`src/dual_imu_cross_check_selector_core_macros.svh`:
```
// ----------------------------------------------------------------------------
// Assertion macros for the dual IMU selector
// Shared property forms used by the top level checks.
// ----------------------------------------------------------------------------
`ifndef DUAL_IMU_CROSS_CHECK_SELECTOR_CORE_MACROS_SVH
`define DUAL_IMU_CROSS_CHECK_SELECTOR_CORE_MACROS_SVH

// Implication checked on every clock edge outside reset.
`define DICS_ASSERT_IMP(label, ante, cons, msg) \
    label: assert property (@(posedge aclk) disable iff (!aresetn) (ante) |-> (cons)) \
        else $error(msg);

// Implication whose consequent is checked in the next cycle.
`define DICS_ASSERT_NEXT(label, ante, cons, msg) \
    label: assert property (@(posedge aclk) disable iff (!aresetn) (ante) |=> (cons)) \
        else $error(msg);

`endif

```
`src/dics_pkg.sv`:
```
// ----------------------------------------------------------------------------
// Dual IMU selector package
// Widths, register indexes and shared types of the selector.
// ----------------------------------------------------------------------------
package dics_pkg;

    localparam int AXIS_BITS = 16;
    localparam int TIME_BITS = 32;
    localparam int FIELD_BITS = 48;
    localparam int DIFF_BITS = AXIS_BITS + 1;
    localparam int SQ_BITS = 2 * DIFF_BITS + 2;
    localparam int ROOT_BITS = SQ_BITS / 2;
    localparam int QUEUE_DEPTH = 2;

    typedef enum logic [2:0] {
        REG_ACCEL_THR = 3'd0,
        REG_GYRO_THR = 3'd1,
        REG_INTERVAL = 3'd2,
        REG_FAIL_LIMIT = 3'd3,
        REG_GRAVITY = 3'd4,
        REG_PRI_PRESENT = 3'd5,
        REG_SEC_PRESENT = 3'd6
    } reg_index_t;

    typedef struct packed {
        logic [FIELD_BITS-1:0] pa;
        logic [FIELD_BITS-1:0] pg;
        logic [FIELD_BITS-1:0] sa;
        logic [FIELD_BITS-1:0] sg;
        logic p_ok;
        logic s_ok;
        logic p_h;
        logic s_h;
        logic any_present;
        logic [TIME_BITS-1:0] now;
    } item_t;

    typedef struct packed {
        logic [FIELD_BITS-1:0] accel;
        logic [FIELD_BITS-1:0] gyro;
        logic healthy;
        logic on_primary;
        logic checked;
        logic disagree;
        logic reselected;
        logic [7:0] count;
    } result_t;

    function automatic logic signed [AXIS_BITS-1:0] axis_of(
        input logic [FIELD_BITS-1:0] packed_v,
        input int unsigned i
    );
        return packed_v[AXIS_BITS*i +: AXIS_BITS];
    endfunction

endpackage

```
`src/dual_imu_cross_check_selector_core.sv`:
```
// ----------------------------------------------------------------------------
// Dual IMU cross-check selector core
// A checked sample pair runs through the one-multiplier sum-of-squares
// sequencer and, when the gravity test runs, the two-bit-per-cycle square
// root. Two requests queue in front. One request is processed at a time.
// Reset is synchronous and active low; configuration, control and held
// sample registers return to defaults; queue storage and data path do not.
// ----------------------------------------------------------------------------
`include "dual_imu_cross_check_selector_core_macros.svh"
module dual_imu_cross_check_selector_core (
    input  logic aclk,
    input  logic aresetn,
    input  logic cfg_we,
    input  logic [2:0] cfg_index,
    input  logic [15:0] cfg_data,
    input  logic s_valid,
    output logic s_ready,
    input  logic [47:0] s_primary_accel,
    input  logic [47:0] s_primary_gyro,
    input  logic [47:0] s_secondary_accel,
    input  logic [47:0] s_secondary_gyro,
    input  logic s_primary_ok,
    input  logic s_primary_healthy,
    input  logic s_secondary_ok,
    input  logic s_secondary_healthy,
    input  logic [31:0] s_now_ms,
    output logic m_valid,
    input  logic m_ready,
    output logic [47:0] m_chosen_accel,
    output logic [47:0] m_chosen_gyro,
    output logic m_healthy,
    output logic m_on_primary,
    output logic m_checked,
    output logic m_disagree,
    output logic m_reselected,
    output logic [7:0] m_disagree_count
);
    import dics_pkg::*;

    logic [15:0] accel_thr_reg, gyro_thr_reg, interval_reg, gravity_reg;
    logic [7:0] fail_limit_reg;
    logic pri_reg, sec_reg;
    item_t in_item, q_item;
    result_t res;
    logic q_valid, q_ready;

    always_ff @(posedge aclk) begin
        if (!aresetn) begin
            accel_thr_reg <= 16'd512;
            gyro_thr_reg <= 16'd160;
            interval_reg <= 16'd100;
            fail_limit_reg <= 8'd10;
            gravity_reg <= 16'd2511;
            pri_reg <= 1'b1;
            sec_reg <= 1'b1;
        end else if (cfg_we) begin
            case (cfg_index)
                REG_ACCEL_THR: accel_thr_reg <= cfg_data;
                REG_GYRO_THR: gyro_thr_reg <= cfg_data;
                REG_INTERVAL: interval_reg <= cfg_data;
                REG_FAIL_LIMIT: fail_limit_reg <= cfg_data[7:0];
                REG_GRAVITY: gravity_reg <= cfg_data;
                REG_PRI_PRESENT: pri_reg <= cfg_data[0];
                REG_SEC_PRESENT: sec_reg <= cfg_data[0];
                default: ;
            endcase
        end
    end

    always_comb begin
        in_item.pa = s_primary_accel;
        in_item.pg = s_primary_gyro;
        in_item.sa = s_secondary_accel;
        in_item.sg = s_secondary_gyro;
        in_item.p_ok = pri_reg && s_primary_ok;
        in_item.s_ok = sec_reg && s_secondary_ok;
        in_item.p_h = s_primary_healthy;
        in_item.s_h = s_secondary_healthy;
        in_item.any_present = pri_reg || sec_reg;
        in_item.now = TIME_BITS'(s_now_ms);
    end

    dics_front u_front (
        .aclk(aclk), .aresetn(aresetn),
        .in_valid(s_valid), .in_ready(s_ready), .in_item(in_item),
        .q_valid(q_valid), .q_ready(q_ready), .q_item(q_item)
    );

    dics_back u_back (
        .aclk(aclk), .aresetn(aresetn),
        .q_valid(q_valid), .q_ready(q_ready), .q_item(q_item),
        .accel_thr(accel_thr_reg), .gyro_thr(gyro_thr_reg), .interval(interval_reg),
        .fail_limit(fail_limit_reg), .gravity(gravity_reg),
        .both_present(pri_reg && sec_reg),
        .res_valid(m_valid), .res_ready(m_ready), .res(res)
    );

    assign m_chosen_accel = res.accel;
    assign m_chosen_gyro = res.gyro;
    assign m_healthy = res.healthy;
    assign m_on_primary = res.on_primary;
    assign m_checked = res.checked;
    assign m_disagree = res.disagree;
    assign m_reselected = res.reselected;
    assign m_disagree_count = res.count;

    `DICS_ASSERT_IMP(a_resel_needs_disagree, m_valid && m_reselected, m_disagree && m_checked && m_disagree_count == 8'd0, "reselection without a failed check")
    `DICS_ASSERT_IMP(a_disagree_needs_check, m_valid && m_disagree, m_checked, "disagree flagged without a check")
    `DICS_ASSERT_NEXT(a_out_holds, m_valid && !m_ready, m_valid && $stable(m_chosen_accel) && $stable(m_disagree_count), "result changed while stalled")
endmodule

```
`src/dics_front.sv`:
```
// ----------------------------------------------------------------------------
// Dual IMU selector front end
// Accepts the qualified sample pairs and queues them.
// ----------------------------------------------------------------------------
module dics_front
    import dics_pkg::*;
(
    input  logic aclk,
    input  logic aresetn,
    input  logic in_valid,
    output logic in_ready,
    input  dics_pkg::item_t in_item,
    output logic q_valid,
    input  logic q_ready,
    output dics_pkg::item_t q_item
);
    item_t mem_reg [QUEUE_DEPTH];
    logic rd_ptr_reg, rd_ptr_next, wr_ptr_reg, wr_ptr_next;
    logic [1:0] cnt_reg, cnt_next;
    logic push, pop;

    assign in_ready = (cnt_reg != 2'(QUEUE_DEPTH));
    assign q_valid = (cnt_reg != 2'd0);
    assign q_item = mem_reg[rd_ptr_reg];
    assign push = in_valid && in_ready;
    assign pop = q_valid && q_ready;

    always_comb begin
        wr_ptr_next = wr_ptr_reg ^ push;
        rd_ptr_next = rd_ptr_reg ^ pop;
        cnt_next = cnt_reg + 2'(push) - 2'(pop);
    end

    always_ff @(posedge aclk) begin
        if (push) begin
            mem_reg[wr_ptr_reg] <= in_item;
        end
        if (!aresetn) begin
            rd_ptr_reg <= 1'b0;
            wr_ptr_reg <= 1'b0;
            cnt_reg <= 2'd0;
        end else begin
            rd_ptr_reg <= rd_ptr_next;
            wr_ptr_reg <= wr_ptr_next;
            cnt_reg <= cnt_next;
        end
    end
endmodule

```
`src/dics_back.sv`:
```
// ----------------------------------------------------------------------------
// Dual IMU selector back end
// Runs the cross check, the gravity test and the sample selection.
// ----------------------------------------------------------------------------
module dics_back
    import dics_pkg::*;
(
    input  logic aclk,
    input  logic aresetn,
    input  logic q_valid,
    output logic q_ready,
    input  dics_pkg::item_t q_item,
    input  logic [15:0] accel_thr,
    input  logic [15:0] gyro_thr,
    input  logic [15:0] interval,
    input  logic [7:0] fail_limit,
    input  logic [15:0] gravity,
    input  logic both_present,
    output logic res_valid,
    input  logic res_ready,
    output dics_pkg::result_t res
);
    typedef enum logic [6:0] {
        ST_IDLE = 7'b0000001,
        ST_SQ = 7'b0000010,
        ST_SUM = 7'b0000100,
        ST_DEC = 7'b0001000,
        ST_ROOT = 7'b0010000,
        ST_SEL = 7'b0100000,
        ST_OUT = 7'b1000000
    } state_t;

    state_t state_reg, state_next;
    item_t it_reg;
    logic [1:0] ax_reg;
    logic [2:0] ph_reg;
    logic [SQ_BITS-1:0] acc_reg;
    logic [SQ_BITS-1:0] sq_reg;
    logic [SQ_BITS-1:0] da_reg, dg_reg, ma_reg;
    logic [SQ_BITS-1:0] rx_reg, rr_reg, rb_reg;
    logic [ROOT_BITS-1:0] mag_p_reg;
    logic prefer_reg, do_check_reg, dis_reg, resel_reg;
    logic [7:0] run_reg;
    logic [TIME_BITS-1:0] last_reg;
    logic [FIELD_BITS-1:0] held_a_reg, held_g_reg;
    logic held_h_reg;
    logic [TIME_BITS-1:0] elapsed;
    logic [FIELD_BITS-1:0] opa, opb;
    logic signed [DIFF_BITS-1:0] diff;
    logic [DIFF_BITS-1:0] mag;
    logic [2*DIFF_BITS-1:0] sq_prod;
    logic [31:0] at2, gt2;
    logic [SQ_BITS-1:0] rsum;
    logic [ROOT_BITS-1:0] err_p, err_s, root_now;
    logic [8:0] run_inc;

    assign q_ready = state_reg == ST_IDLE;
    assign res_valid = state_reg == ST_OUT;
    assign elapsed = q_item.now - last_reg;
    assign at2 = accel_thr * accel_thr;
    assign gt2 = gyro_thr * gyro_thr;
    assign rsum = rr_reg + rb_reg;
    assign root_now = rr_reg[ROOT_BITS-1:0];
    assign err_p = (mag_p_reg >= ROOT_BITS'(gravity)) ? mag_p_reg - ROOT_BITS'(gravity)
                                                     : ROOT_BITS'(gravity) - mag_p_reg;
    assign err_s = (root_now >= ROOT_BITS'(gravity)) ? root_now - ROOT_BITS'(gravity)
                                                    : ROOT_BITS'(gravity) - root_now;
    assign run_inc = (run_reg == 8'hFF) ? 9'h0FF : {1'b0, run_reg} + 9'd1;

    // Phase 0 accel diff, 1 gyro diff, 2 primary magnitude, 3 secondary magnitude.
    always_comb begin
        case (ph_reg)
            3'd0: begin opa = it_reg.pa; opb = it_reg.sa; end
            3'd1: begin opa = it_reg.pg; opb = it_reg.sg; end
            3'd2: begin opa = it_reg.pa; opb = '0; end
            default: begin opa = it_reg.sa; opb = '0; end
        endcase
        diff = DIFF_BITS'(axis_of(opa, 32'(ax_reg))) - DIFF_BITS'(axis_of(opb, 32'(ax_reg)));
        mag = diff[DIFF_BITS-1] ? DIFF_BITS'(-diff) : DIFF_BITS'(diff);
        sq_prod = mag * mag;
    end

    always_comb begin
        state_next = state_reg;
        case (state_reg)
            ST_IDLE: if (q_valid) state_next = ST_SQ;
            ST_SQ: state_next = ST_SUM;
            ST_SUM: state_next = (ax_reg == 2'd2) ? ST_DEC : ST_SQ;
            ST_DEC: state_next = (ph_reg < 3'd2) ? ST_SQ : ST_ROOT;
            ST_ROOT: if (rb_reg == '0) state_next = ST_SQ;
            ST_SEL: state_next = ST_OUT;
            ST_OUT: if (res_ready) state_next = ST_IDLE;
            default: state_next = ST_IDLE;
        endcase
    end

    always_ff @(posedge aclk) begin
        case (state_reg)
            ST_IDLE: begin
                it_reg <= q_item;
                ax_reg <= 2'd0;
                ph_reg <= 3'd0;
                acc_reg <= '0;
                do_check_reg <= q_item.any_present && both_present && q_item.p_ok &&
                                q_item.s_ok && (elapsed >= TIME_BITS'(interval));
            end
            ST_SQ: sq_reg <= SQ_BITS'(sq_prod);
            ST_SUM: begin
                if (ax_reg == 2'd2) begin
                    case (ph_reg)
                        3'd0: da_reg <= acc_reg + sq_reg;
                        3'd1: dg_reg <= acc_reg + sq_reg;
                        default: ma_reg <= acc_reg + sq_reg;
                    endcase
                    acc_reg <= '0;
                    ax_reg <= 2'd0;
                end else begin
                    acc_reg <= acc_reg + sq_reg;
                    ax_reg <= ax_reg + 2'd1;
                end
            end
            ST_DEC: begin
                if (ph_reg < 3'd2) begin
                    ph_reg <= ph_reg + 3'd1;
                    rr_reg <= '0;
                    rb_reg <= '0;
                end else begin
                    rx_reg <= ma_reg;
                    rr_reg <= '0;
                    rb_reg <= SQ_BITS'(1) << (SQ_BITS - 2);
                end
            end
            ST_ROOT: begin
                if (rb_reg != '0) begin
                    if (rx_reg >= rsum) begin
                        rx_reg <= rx_reg - rsum;
                        rr_reg <= (rr_reg >> 1) + rb_reg;
                    end else begin
                        rr_reg <= rr_reg >> 1;
                    end
                    rb_reg <= rb_reg >> 2;
                end else begin
                    if (ph_reg == 3'd2) mag_p_reg <= root_now;
                    ph_reg <= ph_reg + 3'd1;
                end
            end
            default: ;
        endcase
    end

    // Control flow of the sequencer, including the early exits.
    always_ff @(posedge aclk) begin
        if (!aresetn) begin
            state_reg <= ST_IDLE;
            prefer_reg <= 1'b1;
            run_reg <= 8'd0;
            last_reg <= '0;
            held_a_reg <= '0;
            held_g_reg <= '0;
            held_h_reg <= 1'b0;
        end else begin
            state_reg <= state_next;
            if (state_reg == ST_IDLE) begin
                dis_reg <= 1'b0;
                resel_reg <= 1'b0;
            end
            if (state_reg == ST_IDLE && q_valid && !(q_item.any_present && both_present &&
                q_item.p_ok && q_item.s_ok && (elapsed >= TIME_BITS'(interval)))) begin
                state_reg <= ST_SEL;
            end
            if (state_reg == ST_DEC && ph_reg == 3'd1) begin
                last_reg <= it_reg.now;
                if (da_reg < SQ_BITS'(at2) && dg_reg < SQ_BITS'(gt2)) begin
                    run_reg <= 8'd0;
                    state_reg <= ST_SEL;
                end else begin
                    dis_reg <= 1'b1;
                    run_reg <= run_inc[7:0];
                    if (run_inc[7:0] <= fail_limit) state_reg <= ST_SEL;
                end
            end
            if (state_reg == ST_ROOT && rb_reg == '0 && ph_reg == 3'd3) begin
                prefer_reg <= err_p < err_s;
                resel_reg <= 1'b1;
                run_reg <= 8'd0;
                state_reg <= ST_SEL;
            end
            if (state_reg == ST_SEL && it_reg.any_present) begin
                if (prefer_reg && it_reg.p_ok) begin
                    held_a_reg <= it_reg.pa; held_g_reg <= it_reg.pg; held_h_reg <= it_reg.p_h;
                end else if (!prefer_reg && it_reg.s_ok) begin
                    held_a_reg <= it_reg.sa; held_g_reg <= it_reg.sg; held_h_reg <= it_reg.s_h;
                end else if (it_reg.p_ok) begin
                    held_a_reg <= it_reg.pa; held_g_reg <= it_reg.pg; held_h_reg <= it_reg.p_h;
                    prefer_reg <= 1'b1;
                end else if (it_reg.s_ok) begin
                    held_a_reg <= it_reg.sa; held_g_reg <= it_reg.sg; held_h_reg <= it_reg.s_h;
                    prefer_reg <= 1'b0;
                end else begin
                    held_h_reg <= 1'b0;
                end
            end
        end
    end

    always_comb begin
        res.accel = held_a_reg;
        res.gyro = held_g_reg;
        res.healthy = held_h_reg;
        res.on_primary = prefer_reg;
        res.checked = do_check_reg;
        res.disagree = dis_reg;
        res.reselected = resel_reg;
        res.count = run_reg;
    end
endmodule

```
`config.mk`:
```
export PLATFORM = sky130hd
export DESIGN_NAME = dual_imu_cross_check_selector_core
export DESIGN_NICKNAME = d
export VERILOG_FILES = /design/src/dics_pkg.sv /design/src/dual_imu_cross_check_selector_core.sv /design/src/dics_front.sv /design/src/dics_back.sv
export VERILOG_INCLUDE_DIRS = /design/src /design/src/src
export SDC_FILE = /design/constraint.sdc
export NUM_CORES = 2
export LEC_CHECK = 0
export ABC_AREA = 1
export BUFFER_PORTS_ARGS = -buffer_cell sky130_fd_sc_hd__buf_2
export CAP_MARGIN = 30
export CORE_MARGIN = 8
export CORE_UTILIZATION = 40
export DETAILED_ROUTE_END_ITERATION = 8
export SLEW_MARGIN = 20
export SYNTH_ARGS = -nofsm -noshare
export SYNTH_HDL_FRONTEND = slang
export SYNTH_SLANG_ARGS = --single-unit
```
`constraint.sdc`:
```
create_clock -name aclk -period 62.4 [get_ports aclk]
set_input_delay 9.36 -clock aclk [delete_from_list [all_inputs] [get_ports aclk]]
set_output_delay 9.36 -clock aclk [all_outputs]
set_load 0.1 [all_outputs]
```
== Yosys cells after proc, flatten, opt, wreduce, memory -nomap -nowiden ==
Memories as Yosys holds them, arrays and structs flattened. A register that Yosys moved wholly into a read port is not among the register bits.
Index checks and enable logic that the tools add are counted.
Storage, ports and cells
  memories: 1
  register bits: 764
  input bits: 252
  RAM bits: 458
Memory list
  u_front.mem_reg: words 2, bits a word 229, read ports 1, clocked after Yosys merged registers in 1, write ports 1, line dics_front.sv:17  | item_t mem_reg [QUEUE_DEPTH];
Cells by class
  multiplexer cells: 60
  equality and inequality tests: 24
  reduce and logical (&&, ||, !) cells: 49
  multipliers: 3
  bitwise gates (word level): 5
  add/subtract/negate cells: 16
  shift operators: 2
  order comparisons: 9
Operator list (count)
  $mux W48: 8
  $pmux W36 S2: 4
  $mux W36: 7
  $pmux W48 S2: 2
  $shiftx A48 B7 Y16: 2
  $lt A36 B32 Y1: 2
  $mul A16 B16 Y32: 2
  $mux W7: 7
  $pmux W7 S7: 1
  $add A35 B36 Y36: 1
  $add A36 B34 Y36: 1
  $add A36 B36 Y36: 1
  $ge A18 B16 Y1: 2
  $ge A36 B36 Y1: 1
  $logic_not A36 Y1: 1
  $mux W18: 2
  $reduce_bool A36 Y1: 1
  $sub A16 B18 Y18: 2
  $sub A18 B16 Y18: 2
  $sub A36 B36 Y36: 1
  $mux W35: 1
  $mul A17 B17 Y34: 1
  $ge A32 B16 Y1: 1
  $sub A32 B32 Y32: 1
  47 further kinds: 114

== Logic depth before layout (Yosys ltp) ==
  word-level depth: 12
  gate-level depth with buffers: 55
  depth with buffers taken out: 53

== Cells and area by module ==
A second synthesis with hierarchy kept.
Unflattened totals
  cell total of the unflattened synthesis: 9033
  area, all modules: 84144.5 sq um
By module, submodules not included
  dics_back: area each 64349.2 sq um, seq. area each 18577.8 sq um, cells each 7862, times used 1
  dics_front: area each 16844.9 sq um, seq. area each 13853.3 sq um, cells each 748, times used 1
  dual_imu_cross_check_selector_core: area each 2950.3 sq um, seq. area each 1481.4 sq um, cells each 423, times used 1

== Worst setup path before layout ==
OpenSTA, ideal clock, no wires.
  path kind: register -> register
  from: reg u_back.state_reg[1]
  to: reg u_back.acc_reg[0] (enable)
  path buffers: 0
  required time: 61995 ps
  setup slack: 34851 ps
  period minus slack after synthesis: 27549 ps
  stages on the path, launching flop included: 4
  arrival time: 27144 ps
  path through: dfxtp_1 nor4_1 inv_1 nand2_1
Between the ends
  cells in the longest elaborated chain, start to end: 2
  elaborated cells on any way between the ends: 3
  those cells by class: 2 x eq/ne; 1 x reduce/logical
RTL lines
  from (decl): line dics_back.sv:33  | state_t state_reg, state_next;
  from (signal assigned): line dics_back.sv:162  | state_reg <= state_next;
  $eq A7 B1 Y1 / $eq A7 B3 Y1 (equally long branches): line dics_back.sv:98  | case (state_reg)
  $reduce_bool A2 Y1 (no line) (*)
  to (signal assigned): line dics_back.sv:118  | acc_reg <= acc_reg + sq_reg;
  to (decl): line dics_back.sv:37  | logic [SQ_BITS-1:0] acc_reg;
Mark *: on every way between the ends. The rest lies on a longest branch, timed or not.
A chain may end at the register's enable or synchronous reset.

== Worst setup path in the final report ==
  from: in s_valid
  to: mem u_front.mem_reg[1][192] in the netlist's numbering (enable)
Between the ends
  cells in the longest elaborated chain, start to end: 3
RTL lines
  from (decl): line dual_imu_cross_check_selector_core.sv:16  | input logic s_valid,
  $logic_and A1 B1 Y1: line dics_front.sv:25  | assign push = in_valid && in_ready;
  $mux W1: line dics_front.sv:35  | if (push) begin
  $mux W1 (implied by the code): line dics_front.sv:36  | mem_reg[wr_ptr_reg] <= in_item;
  to (decl): line dics_front.sv:17
No other way between the ends.

==> impl_summary.log <==
INFO  metric vias_per_cell = slightly above 5
INFO  metric pre_cts_ws = ~50 ns
INFO  metric hold_wc_path_type = reg2reg
INFO  metric post_cts_setup_bufs = 0
INFO  metric reg2reg_slack = roughly 50 ns
INFO  metric mostFrequentLayoutCells = sky130_fd_sc_hd__nand2_1 (1731), sky130_fd_sc_hd__inv_1 (1618), sky130_fd_sc_hd__edfxtp_1 (980), sky130_fd_sc_hd__a21oi_1 (749), sky130_fd_sc_hd__nor2_1 (664)
INFO  metric drc = 0
INFO  metric layout_min_cycle_time = 12.58 ns
INFO  metric synthCells = ~9000
INFO  metric final.period_utilization = 0.202
INFO  metric timing.critical_path.from_type = input pin
INFO  metric layout_commonest_cell = sky130_fd_sc_hd__nand2_1
INFO  metric num_rows = 168
INFO  metric cpLargestDelayFamily = buffers and inverters
INFO  metric initial_utilization = 0.401
INFO  metric clk_pin_slew = ~0.06 ns
INFO  metric fmax = approximately 80 MHz
INFO  metric maxSlewHeadroom = 0.331
INFO  metric ys_seq_area_frac = 0.404
INFO  metric routed_wirelength = about 250 mm
INFO  metric slew_violations = 0
INFO  metric holdPathEnd = u_back.last_reg[7]
INFO  metric cp.arrival = between 10 and 15 ns
INFO  metric cts_inserted_buffers = ~130
INFO  metric count_of_endpoints_failing_hold_in_the_final_timing_report = 0
INFO  metric tightestPinTransition = between 1 and 1.5 ns
INFO  metric cts_hold_buf = 0
INFO  metric critical_path.cell_chain = buf_2 > a21boi_0 > ha_4 > buf_4 > buf_16 > buf_4 > buf_4 > buf_16
INFO  metric netlist.area_leader.share = 0.351
INFO  metric cts_tree = built
INFO  metric track_usage = 0.222
INFO  metric io_pins = 363
INFO  metric final-setup-viol-count = 0
INFO  metric numClockSinks = approximately 1200
INFO  metric capture_point_of_the_worst_reg_to_reg_path = u_back.sq_reg[33]
INFO  metric layout.area.seq = 0.0339 mm2
INFO  metric worstSkewPairLatency = around 0.81 ns
INFO  metric clock-root-buffer = sky130_fd_sc_hd__clkbuf_16
INFO  metric holdPathStages = 2
INFO  metric r2r.worst_path.cells = 45
INFO  metric finish.net_count = roughly 11000
INFO  metric crit_path_top_delay_cell = sky130_fd_sc_hd__ha_4
INFO  metric synth_top_cells_by_area = sky130_fd_sc_hd__edfxtp_1 (35%), sky130_fd_sc_hd__fa_1 (13%), sky130_fd_sc_hd__ha_1 (9.5%)
INFO  metric drt_antenna_net_count = 0
INFO  metric dr.pass1.iters = 6
INFO  metric grt_pass1_wl = 386 mm
INFO  metric avgSynthCellArea = 9.32 um2
INFO  metric largest_register_ffs = 458
INFO  metric area_delta_synth_final = 11.8%
INFO  metric replace_congestion = just over 0.9
INFO  metric synth.distinct_cells = 74
INFO  metric multi_input_comb_area = around 0.043 mm2
INFO  metric first_global_vias = between 60000 and 70000
INFO  metric cts-resized-gates = 0
INFO  metric hold_path.startpoint = u_back.last_reg[7]
INFO  metric largest_net_degree_at_the_start_of_global_routing = ~150
INFO  metric route.vias.total = roughly 63000
INFO  metric setup_tns = 0 ns
INFO  metric ctsLongestPathBuffers = 3
INFO  metric regToRegStartpoint = u_back.ph_reg[1]
INFO  metric worst_slack = roughly 50 ns
INFO  metric placement.cell_area = about 0.089 mm2
INFO  metric core_area = ~0.21 mm2
INFO  metric drive_above_1_share = 0.104
INFO  metric die_area = 0.225 mm2
INFO  metric yosys_most_used_dff = sky130_fd_sc_hd__edfxtp_1
INFO  metric crit_path_frequent_cell = sky130_fd_sc_hd__buf_4
INFO  metric timing.setup.critical_path_class = in2reg
INFO  metric synth-warning-count = 0
INFO  metric status = completed
INFO  metric port-buffer-count = roughly 360
INFO  metric yosys.area.top_type = sky130_fd_sc_hd__edfxtp_1
INFO  metric number_of_antenna_violations_at_the_first_check_in_global_routing = 18
INFO  metric critPathRequiredTime = 62.84 ns
INFO  metric dp_hpwl = ~200 mm
INFO  metric timing.critical_path.buf_inv = 6
INFO  metric drt_iter0_drc = between 4000 and 5000
INFO  metric wl_cell = ~21 um
INFO  metric h-tree-depth = 4
INFO  metric synth_area = roughly 0.084 mm2
INFO  metric max_cap_viol_count = 0
INFO  metric finalClockSkew = about 0.063 ns
INFO  metric design_area = 0.0938 mm2
INFO  metric critPathMaxStageDelay = between 0.6 and 0.7 ns
INFO  metric synth-edff-count = 980
INFO  metric overflow = 0
INFO  metric worst_setup_path_end_kind = flop
INFO  metric die_y = around 470 um
INFO  metric setup_repair_after_global_routing_missed_its_margin = false
INFO  metric nFillCells = about 20000
INFO  metric postSynthRegisterBits = 1204
INFO  metric die_w = 474 um
INFO  metric max_fanout_on_critical_path = 50
INFO  metric synth-async-reset-ratio = 0
final cells by class:
cell class                 instances  area share
multi-input combinational       5914       0.458
sequential                      1204       0.362
inverter                        1648      0.0661
clock buffer                     185      0.0412
tap                             2805      0.0374
timing repair buffer             422      0.0264
clock inverter                    62     0.00916
antenna                           13    0.000347
Yosys cell counts (all sizes together) (37+ instances only):
library cell	n
inv	1645
nor2	684
a31oi	49
nor3	49
buf	37
nand2	1754
ha	634
mux2	224
nand3	195
nand4	56
o21ai	394
a21oi	754
xor2	159
dfxtp	224
xnor2	110
edfxtp	980
clkbuf	215
fa	526
per-layer routing:
| layer | share of wire | up-vias | track usage |
|---|---|---|---|
| li1 | - | 30000 | - |
| met1 | 0.43 | 30800 | 0.295 |
| met2 | 0.47 | 2022 | 0.372 |
| met3 | 0.061 | 389 | 0.0348 |
| met4 | 0.034 | 4 | 0.0719 |
| met5 | 0.000091 | - | 0 |
per-stage QoR:
stage / utilization / hold WS [ns] / instances
2_1_floorplan: - / 0.433 / 9018
3_3_place_gp: 0.424 / 0.443 / 12000
3_5_place_dp: 0.425 / 0.451 / 12000
4_1_cts: 0.448 / 0.459 / 12200
5_1_grt: 0.448 / 0.469 / 12200
6_report: 0.448 / 0.456 / 12300
worst max path at each step:
stage / from / end / cells after the start
final: s_valid / u_front.mem_reg[1][192] / 8
after global routing: s_valid / u_front.mem_reg[1][195] / 8
after CTS: s_valid / u_front.mem_reg[1][188] / 7
after detailed placement: s_valid / u_front.mem_reg[1][183] / 7
after global placement: s_valid / u_front.mem_reg[1][183] / 6
after floorplan: u_back.state_reg[1] / u_back.acc_reg[0] / 3
tightest hold or removal path, stage by stage, from the launching register on:
cell	delay, ns
sky130_fd_sc_hd__dfxtp_1	0.29
sky130_fd_sc_hd__inv_1	0.06
sky130_fd_sc_hd__a21oi_1	0.05
cell families after synthesis:
kind of cell | count (synthesis) | share of synthesized area
xor gates and xnor gates | 269 | 0.0289
and+or+nand+nor | 2804 | 0.135
other | 2 | 0.0000895
buffers and inverters | 1900 | 0.0859
muxes | 226 | 0.0303
adders and majority gates | 1160 | 0.220
AOI/OAI and AO/OA | 1443 | 0.0957
DFF | 1204 | 0.404
Power is left out: the tool's default activity adds up to more than one toggle a clock period on the data nets, which glitch-free logic cannot reach.
